`src/bitok_pkg.sv`:
```
`default_nettype none

package bitok_pkg;

    localparam int unsigned OFFSET_BITS_DEF = 32;
    localparam int unsigned COLUMN_BITS_DEF = 16;
    localparam int unsigned LINE_BITS_DEF   = 24;

    // Results one source byte can cause: closed run, next token, end marker
    localparam int unsigned MAX_TOKENS = 3;
    localparam int unsigned SLOT_BITS  = $clog2(MAX_TOKENS + 1);

    typedef enum logic [2:0] {
        KIND_LBRACKET = 3'd0,
        KIND_RBRACKET = 3'd1,
        KIND_LPAREN   = 3'd2,
        KIND_RPAREN   = 3'd3,
        KIND_INT      = 3'd4,
        KIND_IDENT    = 3'd5,
        KIND_UNKNOWN  = 3'd6,
        KIND_END      = 3'd7
    } t_kind;

    localparam logic [7:0] CHAR_LBRACKET = 8'h5B;
    localparam logic [7:0] CHAR_RBRACKET = 8'h5D;
    localparam logic [7:0] CHAR_LPAREN   = 8'h28;
    localparam logic [7:0] CHAR_RPAREN   = 8'h29;
    localparam logic [7:0] CHAR_NEWLINE  = 8'h0A;
    localparam logic [7:0] CHAR_UNDER    = 8'h5F;
    localparam logic [7:0] CHAR_SPACE    = 8'h20;
    localparam logic [7:0] CHAR_TAB      = 8'h09;
    localparam logic [7:0] CHAR_VTAB     = 8'h0B;
    localparam logic [7:0] CHAR_FFEED    = 8'h0C;
    localparam logic [7:0] CHAR_CRET     = 8'h0D;

    typedef struct packed {
        logic  is_digit;
        logic  is_alpha;
        logic  is_under;
        logic  is_newline;
        logic  is_blank;
        t_kind single_kind;
    } t_byte_class;

    typedef struct packed {
        logic                 load;
        logic [SLOT_BITS-1:0] count;
    } t_grp_ctl;

endpackage

`default_nettype wire

```
`src/bitok_class.sv`:
```
`default_nettype none

module bitok_class (
    input  wire logic [7:0]           i_byte,
    output bitok_pkg::t_byte_class    o_class
);
    import bitok_pkg::*;

    always_comb begin
        o_class.is_digit   = (i_byte >= 8'h30) && (i_byte <= 8'h39);
        o_class.is_alpha   = ((i_byte >= 8'h41) && (i_byte <= 8'h5A))
                          || ((i_byte >= 8'h61) && (i_byte <= 8'h7A));
        o_class.is_under   = (i_byte == CHAR_UNDER);
        o_class.is_newline = (i_byte == CHAR_NEWLINE);
        o_class.is_blank   = (i_byte == CHAR_SPACE) || (i_byte == CHAR_TAB)
                          || (i_byte == CHAR_VTAB) || (i_byte == CHAR_FFEED)
                          || (i_byte == CHAR_CRET);
        case (i_byte)
            CHAR_LBRACKET: o_class.single_kind = KIND_LBRACKET;
            CHAR_RBRACKET: o_class.single_kind = KIND_RBRACKET;
            CHAR_LPAREN:   o_class.single_kind = KIND_LPAREN;
            CHAR_RPAREN:   o_class.single_kind = KIND_RPAREN;
            default:       o_class.single_kind = KIND_UNKNOWN;
        endcase
    end

endmodule

`default_nettype wire

```
`src/bitok_core.sv`:
```
`default_nettype none

module bitok_core #(
    parameter int unsigned OFFSET_BITS = bitok_pkg::OFFSET_BITS_DEF,
    parameter int unsigned COLUMN_BITS = bitok_pkg::COLUMN_BITS_DEF,
    parameter int unsigned LINE_BITS   = bitok_pkg::LINE_BITS_DEF
) (
    input  wire logic                                   i_clk,
    input  wire logic                                   i_rst_n,
    input  wire logic                                   i_in_valid,
    output logic                                        o_in_ready,
    input  wire logic [7:0]                             i_source_byte,
    input  wire logic                                   i_final_byte,
    input  wire logic                                   i_grp_free,
    output bitok_pkg::t_grp_ctl                         o_grp_ctl,
    output bitok_pkg::t_kind [bitok_pkg::MAX_TOKENS-1:0] o_kind,
    output logic [bitok_pkg::MAX_TOKENS-1:0][OFFSET_BITS-1:0] o_start_offset,
    output logic [bitok_pkg::MAX_TOKENS-1:0][OFFSET_BITS-1:0] o_end_offset,
    output logic [bitok_pkg::MAX_TOKENS-1:0][COLUMN_BITS-1:0] o_start_column,
    output logic [bitok_pkg::MAX_TOKENS-1:0][COLUMN_BITS-1:0] o_end_column,
    output logic [bitok_pkg::MAX_TOKENS-1:0][LINE_BITS-1:0]   o_line_number
);
    import bitok_pkg::*;

    typedef enum logic [1:0] {
        MODE_NONE  = 2'd0,
        MODE_INT   = 2'd1,
        MODE_IDENT = 2'd2
    } t_mode;

    typedef struct packed {
        t_kind                  kind;
        logic [OFFSET_BITS-1:0] so;
        logic [OFFSET_BITS-1:0] eo;
        logic [COLUMN_BITS-1:0] sc;
        logic [COLUMN_BITS-1:0] ec;
        logic [LINE_BITS-1:0]   ln;
    } t_tok;

    localparam logic [COLUMN_BITS-1:0] COL_ONE  = COLUMN_BITS'(1);
    localparam logic [LINE_BITS-1:0]   LINE_ONE = LINE_BITS'(1);

    // Input register
    logic       r_in_valid;
    logic [7:0] r_byte;
    logic       r_final;

    // Scan state
    t_mode                  r_mode, n_mode;
    logic [OFFSET_BITS-1:0] r_off, n_off;
    logic [COLUMN_BITS-1:0] r_col, n_col;
    logic [LINE_BITS-1:0]   r_line, n_line;
    logic [OFFSET_BITS-1:0] r_rso, n_rso;
    logic [COLUMN_BITS-1:0] r_rsc, n_rsc;

    t_byte_class cls;
    logic        consume;
    logic        is_open, cont, word;
    logic        has_a, has_b, has_c, has_d;
    logic [OFFSET_BITS-1:0] off1;
    logic [COLUMN_BITS-1:0] col1;
    t_mode                  m_mode;
    logic [OFFSET_BITS-1:0] m_off;
    logic [COLUMN_BITS-1:0] m_col;
    logic [LINE_BITS-1:0]   m_line;
    logic [OFFSET_BITS-1:0] m_rso;
    logic [COLUMN_BITS-1:0] m_rsc;
    t_tok                   tok_a, tok_b, tok_c, tok_d;
    t_tok [MAX_TOKENS-1:0]  slot;
    logic [SLOT_BITS-1:0]   pos_c, pos_d, count;

    bitok_class u_class (
        .i_byte  (r_byte),
        .o_class (cls)
    );

    always_comb begin
        is_open = (r_mode == MODE_INT) || (r_mode == MODE_IDENT);
        cont    = ((r_mode == MODE_INT) && cls.is_digit)
               || ((r_mode == MODE_IDENT)
                   && (cls.is_digit || cls.is_alpha || cls.is_under));
        word    = cls.is_digit || cls.is_alpha || cls.is_under;
        off1    = r_off + OFFSET_BITS'(1);
        col1    = r_col + COL_ONE;

        m_mode = r_mode;
        m_off  = off1;
        m_col  = col1;
        m_line = r_line;
        m_rso  = r_rso;
        m_rsc  = r_rsc;
        if (!cont) begin
            m_mode = MODE_NONE;
            if (cls.is_newline) begin
                m_col = COL_ONE;
                if (r_line != {LINE_BITS{1'b1}}) begin
                    m_line = r_line + LINE_ONE;
                end
            end else if (!cls.is_blank && word) begin
                m_mode = cls.is_digit ? MODE_INT : MODE_IDENT;
                m_rso  = r_off;
                m_rsc  = r_col;
            end
        end

        // Candidate tokens in emission order
        has_a = is_open && !cont;
        has_b = !cont && !cls.is_newline && !cls.is_blank && !word;
        has_c = r_final && ((m_mode == MODE_INT) || (m_mode == MODE_IDENT));
        has_d = r_final;

        tok_a = '{kind: (r_mode == MODE_INT) ? KIND_INT : KIND_IDENT,
                  so: r_rso, eo: r_off, sc: r_rsc, ec: r_col, ln: r_line};
        tok_b = '{kind: cls.single_kind,
                  so: r_off, eo: off1, sc: r_col, ec: col1, ln: r_line};
        tok_c = '{kind: (m_mode == MODE_INT) ? KIND_INT : KIND_IDENT,
                  so: m_rso, eo: m_off, sc: m_rsc, ec: m_col, ln: m_line};
        tok_d = '{kind: KIND_END,
                  so: m_off, eo: m_off, sc: m_col, ec: m_col, ln: m_line};

        pos_c = SLOT_BITS'(has_a) + SLOT_BITS'(has_b);
        pos_d = pos_c + SLOT_BITS'(has_c);
        count = pos_d + SLOT_BITS'(has_d);

        for (int j = 0; j < MAX_TOKENS; j++) begin
            if (has_a && (j == 0)) begin
                slot[j] = tok_a;
            end else if (has_b && (SLOT_BITS'(has_a) == SLOT_BITS'(j))) begin
                slot[j] = tok_b;
            end else if (has_c && (pos_c == SLOT_BITS'(j))) begin
                slot[j] = tok_c;
            end else begin
                slot[j] = tok_d;
            end
        end

        consume = r_in_valid && ((count == '0) || i_grp_free);

        if (r_final) begin
            n_mode = MODE_NONE;
            n_off  = '0;
            n_col  = COL_ONE;
            n_line = LINE_ONE;
            n_rso  = '0;
            n_rsc  = COL_ONE;
        end else begin
            n_mode = m_mode;
            n_off  = m_off;
            n_col  = m_col;
            n_line = m_line;
            n_rso  = m_rso;
            n_rsc  = m_rsc;
        end
    end

    assign o_in_ready      = !r_in_valid || consume;
    assign o_grp_ctl.load  = r_in_valid && (count != '0) && i_grp_free;
    assign o_grp_ctl.count = count;

    always_comb begin
        for (int j = 0; j < MAX_TOKENS; j++) begin
            o_kind[j]         = slot[j].kind;
            o_start_offset[j] = slot[j].so;
            o_end_offset[j]   = slot[j].eo;
            o_start_column[j] = slot[j].sc;
            o_end_column[j]   = slot[j].ec;
            o_line_number[j]  = slot[j].ln;
        end
    end

    always_ff @(posedge i_clk) begin
        if (!i_rst_n) begin
            r_in_valid <= 1'b0;
            r_mode     <= MODE_NONE;
            r_off      <= '0;
            r_col      <= COL_ONE;
            r_line     <= LINE_ONE;
            r_rso      <= '0;
            r_rsc      <= COL_ONE;
        end else begin
            if (consume) begin
                r_mode <= n_mode;
                r_off  <= n_off;
                r_col  <= n_col;
                r_line <= n_line;
                r_rso  <= n_rso;
                r_rsc  <= n_rsc;
            end
            if (o_in_ready) begin
                r_in_valid <= i_in_valid;
            end
        end
    end

    always_ff @(posedge i_clk) begin
        if (o_in_ready && i_in_valid) begin
            r_byte  <= i_source_byte;
            r_final <= i_final_byte;
        end
    end

endmodule

`default_nettype wire

```
`src/bracket_ident_int_tokenizer_top.sv`:
```
`default_nettype none

// Byte-serial tokenizer: one source byte per request, final_byte set on the
// last byte of the source. Integers, identifiers, brackets, parentheses and
// unknown bytes come out as tokens with start/end offset, column and line;
// the final byte flushes any open run and adds an end marker, then the scan
// state returns to its reset value for the next source. A byte is accepted
// every cycle while the result side keeps up; a byte with no token never
// waits for the result register, and a byte with N tokens (up to three)
// holds that register until all N have left, one per cycle while the output
// is ready. The input register in front of the step logic takes a new byte
// while earlier tokens drain; tokens pass it, then the result register.
module bracket_ident_int_tokenizer_top #(
    parameter int unsigned OFFSET_BITS = bitok_pkg::OFFSET_BITS_DEF,
    parameter int unsigned COLUMN_BITS = bitok_pkg::COLUMN_BITS_DEF,
    parameter int unsigned LINE_BITS   = bitok_pkg::LINE_BITS_DEF
) (
    input  wire logic                   i_clk,
    input  wire logic                   i_rst_n,
    input  wire logic                   i_in_valid,
    output logic                        o_in_ready,
    input  wire logic [7:0]             i_source_byte,
    input  wire logic                   i_final_byte,
    output logic                        o_out_valid,
    input  wire logic                   i_out_ready,
    output logic [2:0]                  o_token_kind,
    output logic [OFFSET_BITS-1:0]      o_start_offset,
    output logic [OFFSET_BITS-1:0]      o_end_offset,
    output logic [COLUMN_BITS-1:0]      o_start_column,
    output logic [COLUMN_BITS-1:0]      o_end_column,
    output logic [LINE_BITS-1:0]        o_line_number,
    output logic                        o_last_of_run
);
    import bitok_pkg::*;

    t_grp_ctl                               grp_ctl;
    logic                                   grp_free;
    logic                                   drain_last;
    t_kind [MAX_TOKENS-1:0]                 c_kind;
    logic [MAX_TOKENS-1:0][OFFSET_BITS-1:0] c_so, c_eo;
    logic [MAX_TOKENS-1:0][COLUMN_BITS-1:0] c_sc, c_ec;
    logic [MAX_TOKENS-1:0][LINE_BITS-1:0]   c_ln;

    // Result group register
    logic                                   r_grp_valid;
    logic [SLOT_BITS-1:0]                   r_idx;
    logic [SLOT_BITS-1:0]                   r_cnt;
    t_kind [MAX_TOKENS-1:0]                 r_kind;
    logic [MAX_TOKENS-1:0][OFFSET_BITS-1:0] r_so, r_eo;
    logic [MAX_TOKENS-1:0][COLUMN_BITS-1:0] r_sc, r_ec;
    logic [MAX_TOKENS-1:0][LINE_BITS-1:0]   r_ln;

    bitok_core #(
        .OFFSET_BITS (OFFSET_BITS),
        .COLUMN_BITS (COLUMN_BITS),
        .LINE_BITS   (LINE_BITS)
    ) u_core (
        .i_clk          (i_clk),
        .i_rst_n        (i_rst_n),
        .i_in_valid     (i_in_valid),
        .o_in_ready     (o_in_ready),
        .i_source_byte  (i_source_byte),
        .i_final_byte   (i_final_byte),
        .i_grp_free     (grp_free),
        .o_grp_ctl      (grp_ctl),
        .o_kind         (c_kind),
        .o_start_offset (c_so),
        .o_end_offset   (c_eo),
        .o_start_column (c_sc),
        .o_end_column   (c_ec),
        .o_line_number  (c_ln)
    );

    assign drain_last = (r_idx == (r_cnt - SLOT_BITS'(1)));
    assign grp_free   = !r_grp_valid || (i_out_ready && drain_last);

    assign o_out_valid    = r_grp_valid;
    assign o_token_kind   = r_kind[r_idx[1:0]];
    assign o_start_offset = r_so[r_idx[1:0]];
    assign o_end_offset   = r_eo[r_idx[1:0]];
    assign o_start_column = r_sc[r_idx[1:0]];
    assign o_end_column   = r_ec[r_idx[1:0]];
    assign o_line_number  = r_ln[r_idx[1:0]];
    assign o_last_of_run  = drain_last;

    always_ff @(posedge i_clk) begin
        if (!i_rst_n) begin
            r_grp_valid <= 1'b0;
            r_idx       <= '0;
            r_cnt       <= '0;
        end else if (grp_ctl.load) begin
            r_grp_valid <= 1'b1;
            r_idx       <= '0;
            r_cnt       <= grp_ctl.count;
        end else if (r_grp_valid && i_out_ready) begin
            // advance to the next token, drop the group after its last
            if (drain_last) begin
                r_grp_valid <= 1'b0;
            end else begin
                r_idx <= r_idx + SLOT_BITS'(1);
            end
        end
    end

    always_ff @(posedge i_clk) begin
        if (grp_ctl.load) begin
            r_kind <= c_kind;
            r_so   <= c_so;
            r_eo   <= c_eo;
            r_sc   <= c_sc;
            r_ec   <= c_ec;
            r_ln   <= c_ln;
        end
    end

endmodule

`default_nettype wire

```
`config.mk`:
```
export PLATFORM = sky130hd
export DESIGN_NAME = bracket_ident_int_tokenizer_top
export DESIGN_NICKNAME = d
export VERILOG_FILES = /design/src/bitok_pkg.sv /design/src/bitok_class.sv /design/src/bitok_core.sv /design/src/bracket_ident_int_tokenizer_top.sv
export SDC_FILE = /design/constraint.sdc
export NUM_CORES = 1
export LEC_CHECK = 0
export BUFFER_PORTS_ARGS = -buffer_cell sky130_fd_sc_hd__buf_2
export CAP_MARGIN = 20
export CORE_MARGIN = 1.5
export CORE_UTILIZATION = 61
export CTS_CLUSTER_DIAMETER = 50
export DETAILED_ROUTE_END_ITERATION = 8
export HOLD_SLACK_MARGIN = 0.08
export PLACE_DENSITY = 0.8
export SLEW_MARGIN = 20
export SYNTH_ARGS = -nofsm -noshare
export SYNTH_HDL_FRONTEND = slang
export SYNTH_HIERARCHICAL = 1
export SYNTH_SLANG_ARGS = --single-unit
```
`constraint.sdc`:
```
create_clock -name i_clk -period 45.7 [get_ports i_clk]
set_input_delay 4.57 -clock i_clk [delete_from_list [all_inputs] [get_ports i_clk]]
set_output_delay 4.57 -clock i_clk [all_outputs]
set_load 0.01 [all_outputs]
```
* Yosys cells after proc, flatten, opt, wreduce, memory -nomap -nowiden
Cells that the tools add are included.
** Storage, ports and cells
- Flip-flop bits (word level) :: 506
- Output and inout bits :: 126
- Logic and storage cells :: 161
- Input port bits :: 13
** Operators by class
- Reduce and logical (&&, ||, !) cells :: 49
- Add/sub/neg operators :: 8
- Bitwise logic cells :: 3
- Equal/unequal tests :: 19
- Multiplexer cells :: 45
- Order comparisons :: 7
** Operator list (count)
- $mux W123 :: 3
- $mux W122 :: 2
- $mux W32 :: 7
- $mux W16 :: 9
- $bmux W32 S2 :: 2
- $mux W120 :: 1
- $mux W24 :: 5
- $bmux W16 S2 :: 2
- $bmux W24 S2 :: 1
- $eq A8 B4 Y1 const B :: 5
- $add A32 B1 Y32 const B :: 1
- $add A24 B1 Y24 const B :: 1
- $eq A8 B6 Y1 const B :: 3
- $eq A8 B7 Y1 const B :: 3
- $ne A24 B24 Y1 const B :: 1
- $logic_and A1 B1 Y1 :: 22
- $add A16 B1 Y16 const B :: 1
- $ge A8 B7 Y1 const B :: 2
- $le A8 B7 Y1 const B :: 2
- $logic_or A1 B1 Y1 :: 13
- $pmux W3 S4 :: 1
- $mux W2 :: 5
- $ge A8 B6 Y1 const B :: 1
- $le A8 B6 Y1 const B :: 1
- other kinds (17) :: 37

* Longest topological paths before layout
- Depth after elaboration :: 20
- Mapped depth :: 19

* Hierarchy
The synthesis kept the hierarchy.
** By module, submodules not included
- bracket_ident_int_tokenizer_top :: cells an instance 809, times used 1, area each 13837.0 µm²
- bitok_core :: cells an instance 1742, times used 1, area each 11987.7 µm²
- bitok_class :: cells an instance 32, times used 1, area each 222.7 µm²

* Worst setup path before layout
Ideal clock, no wire load.
- Kind :: input to register
- Start :: input port i_out_ready
- End :: register r_grp_valid, in the netlist o_out_valid
- Setup time :: 0.130 ns
- Arrival time :: 22.027 ns
- Setup slack :: 23.543 ns
- Cell stages on the path :: 6
- Buffers on the path :: 0
- Path through :: nand2_1 > nand2_1 > inv_1 > nor2_1 > o21ai_0 > a31oi_1
** RTL lines
- from (decl) :: RTL line bracket_ident_int_tokenizer_top.sv:25 : input wire logic i_out_ready,
- to (signal assigned) :: RTL line bracket_ident_int_tokenizer_top.sv:88 : r_grp_valid <= 1'b0;
- to (signal assigned) :: RTL line bracket_ident_int_tokenizer_top.sv:92 : r_grp_valid <= 1'b1;
- to (signal assigned) :: RTL line bracket_ident_int_tokenizer_top.sv:98 : r_grp_valid <= 1'b0;
- to (decl) :: RTL line bracket_ident_int_tokenizer_top.sv:45 : logic r_grp_valid;

* Final worst setup path
- Start :: input port i_out_ready
- End :: output port o_in_ready
** Between the ends
- Longest elaborated chain between the ends :: 5
** RTL lines
- $logic_and A1 B1 Y1 :: RTL line bracket_ident_int_tokenizer_top.sv:75 : assign grp_free = !r_grp_valid || (i_out_ready && drain_last);
- $logic_or A1 B1 Y1 :: RTL line bracket_ident_int_tokenizer_top.sv:75
- net grp_free :: RTL line bracket_ident_int_tokenizer_top.sv:37 : logic grp_free;
- $logic_or A1 B1 Y1 :: RTL line bitok_core.sv:137 : consume = r_in_valid && ((count == '0) || i_grp_free);
- $logic_and A1 B1 Y1 :: RTL line bitok_core.sv:137
- $logic_or A1 B1 Y1 :: RTL line bitok_core.sv:156 : assign o_in_ready = !r_in_valid || consume;
- to (decl) :: RTL line bracket_ident_int_tokenizer_top.sv:21 : output logic o_in_ready,
The timed path passes the listed nets, and every way through them passes these cells.

==> flow_metrics.py <==
metrics = {
    "logic_synthesis": {
        "ys_types": 81,
        "syn-cell-area_um2": 26000,
        "synth-main-ff-cell": "edfxtp_1",
        "syn_inst": 2583,
        "synth-edff-count": 378,
        "yosys.area.top_type": "edfxtp_1",
        "ys_ff_latch": 506,
        "synth_seq_area_share": 0.534,
        "synth_most_common_cell": "edfxtp_1",
        "avgSynthCellArea_um2": 10.1,
        "yosysTopAreaCellShare": 0.436,
        "syn_nets": 2607,
        "async_flop_share": 0,
        "synth_warnings": 6,
        "ys_top_cells_by_count": "edfxtp_1, nand2_1, nor2_1",
        "yosys-top-cells-area": "edfxtp_1, dfxtp_1, mux2i_1",
    },
    "die": {
        "die_area_um2": 43900,
        "die_w_um": 210,
        "num_rows": 75,
        "core_um2": 42000,
        "die_y_um": 210,
        "pin_count": 139,
        "start_util": 0.620,
    },
    "timing": {
        "fmax_mhz": 101,
        "skew_ps": 13.1,
        "relSlewSlack": 0.182,
        "slew_viol_final": 0,
        "worstMarginPinSlew_ps": 1230,
        "fin_crit_ps": 9900,
        "tns_ps": 0,
        "fin_crit_sh": 0.217,
        "hold_viol_final": 0,
        "setup_violations": 0,
        "rsz0062_at_grt": "false",
    },
    "route": {
        "first_pass_iters": 9,
        "wl_um": 75500,
        "viasPerCell": 6.79,
        "drcViolationCount": 0,
        "drt_iter0_markers": 3111,
        "routed-via-count": 21300,
        "ant_nets": 0,
        "post_drt_wl_per_cell_um": 24.0,
    },
    "global_route": {
        "grt_overflow": 0,
        "gr-usage-all-layers": 0.336,
        "grt_pass1_vias": 20100,
        "grt_pass1_wl_um": 114000,
        "antenna_found_initial": 0,
        "grt_max_degree": 194,
    },
    "placement": {
        "gp_congestion": 0.953,
        "dpl.hpwl_um": 45100,
        "place_area_um2": 26700,
        "portBuffers": 138,
    },
    "pwr": {
        "vdd_drop_max_uv": 28.0,
        "p_leak_nw": 10.1,
        "power_w": 0.00106,
        "cellPowerDensity_nw_per_um2": 37.1,
    },
    "hold_path": {
        "hold_path.class": "reg2reg",
        "min_to": "u_core/r_line[22]",
        "hold_depth": 1,
        "hp-start": "u_core/r_line[22]",
    },
    "finish": {
        "finalInstanceArea_um2": 28500,
        "fin_nets": 2582,
        "antenna_cells": 0,
        "fillers": 3149,
        "area_growth_pct": 9.52,
        "drive_above_1_share": 0.121,
    },
    "worst_setup_path": {
        "worstRegToRegCells": 17,
        "cp-start-kind": "input pin",
        "path_max_fanout": 5,
        "worstSetupEndpointType": "primary output",
        "worstSetupPathType": "in2out",
        "r2r_slack_ps": 39550,
        "arrival_ps": 5330,
        "timing.rr.end": "r_so[90]",
        "r2r-start": "u_core/r_byte[2]",
        "worstPathRequired_ps": 41130,
    },
    "clock_network": {
        "holdBufCountCts": 0,
        "clk_pin_slew_ps": 60,
        "cts_tree": "done",
        "clk_latency_ps": 610,
        "postCtsSetupRepairBufs": 0,
        "numCtsBuffers": 54,
        "clk_path_buf_depth": 3,
        "cts_sinks": 506,
        "clockRootBuffer": "clkbuf_16",
        "post_cts_resized": 0,
        "htree_levels": 2,
    },
    "flow_run": {
        "cap_violations": 0,
    },
    "run_status": {
        "status": "complete, no violations",
    },
}
==> how the worst max path moves through the flow <==
stage | from | end | cells after the start
2_1_floorplan | i_out_ready | o_out_valid | 6
3_3_place_gp | i_out_ready | o_in_ready | 6
3_5_place_dp | i_out_ready | o_in_ready | 6
4_1_cts | i_out_ready | o_in_ready | 6
5_1_grt | i_out_ready | o_in_ready | 6
6_report | i_out_ready | o_in_ready | 6
==> flip-flops by register name, summed over array words and instances, names as in the netlist, 8 cells and up <==
signal	flops
u_core/r_col	16
u_core/r_byte	8
u_core/r_off	32
u_core/r_rso	32
r_kind	9
r_eo	96
u_core/r_line	24
r_ec	48
r_sc	48
u_core/r_rsc	16
r_so	96
r_ln	72
==> report_power, final <==
part	leakage [nW]	total [W]	internal (W)	switching [W]
clock network	0.879	0.000439	0.000259	0.000180
registers	4.76	0.000524	0.000516	0.00000807
logic	4.45	0.0000962	0.0000258	0.0000704
==> worst max-delay path, cell delays in order <==
cell,delay (ps)
buf_2,120
nand2_1,50
nand2_1,130
nor2_1,250
inv_1,70
buf_2,140
==> cell usage in the layout (no fill, tap or decap), drive strengths merged, types with 10 or more instances in the layout <==
cell and n:
a211oi 12, a21o 16, a21oi 88, a221o 19, a22o 16, a22oi 99
a31oi 46, and2 13, and3 23, and4 14, buf 180, clkbuf 86
clkinv 16, dfxtp 128, edfxtp 378, ha 10, inv 48, mux2i 132
nand2 292, nand2b 10, nand3 58, nand4 27, nor2 220, nor2b 13
nor3 46, nor4 26, o21a 10, o21ai 267, o22ai 20, or3 23
or4 10, xnor2 102, xor2 40
==> cell families after synthesis <==
| family | share of synthesized area |
|---|---|
| AO/OA/AOI/OAI | 0.164 |
| XOR/XNOR | 0.0480 |
| adder cells (fa/ha/maj) | 0.00557 |
| buffers and inverters | 0.0518 |
| flip-flops | 0.534 |
| multiplexers | 0.0538 |
| other | 0.000144 |
| AND/OR/NAND/NOR | 0.143 |
==> cell type report <==
cell class	count	area, µm²	area share
inverter	51	191	0.00671
timing repair buffer	180	1050	0.0368
sequential	506	13900	0.488
clock inverter	16	153	0.00535
clock buffer	86	1650	0.0577
tap	539	674	0.0236
multi-input combinational	1765	10900	0.382
==> metal layers <==
metal  vias to the layer above  GRT usage  routed length [µm]
met2                      1477      0.531               34500
met1                     10200      0.439               28200
met5                         -          0                   0
met3                       307     0.0766                8920
met4                         0      0.169                3890
li1                       9396          -                   -
==> stage by stage <==
stage	worst slack, ps	util	hold slack [ps]	std cells
2_1_floorplan	23540	-	504	2583
3_3_place_gp	35850	0.634	535	3038
3_5_place_dp	35830	0.634	549	3039
4_1_cts	35800	0.677	570	3141
5_1_grt	35730	0.679	592	3143
6_report	35800	0.679	571	3143
No activity file was read; power rests on OpenSTA's default activity.
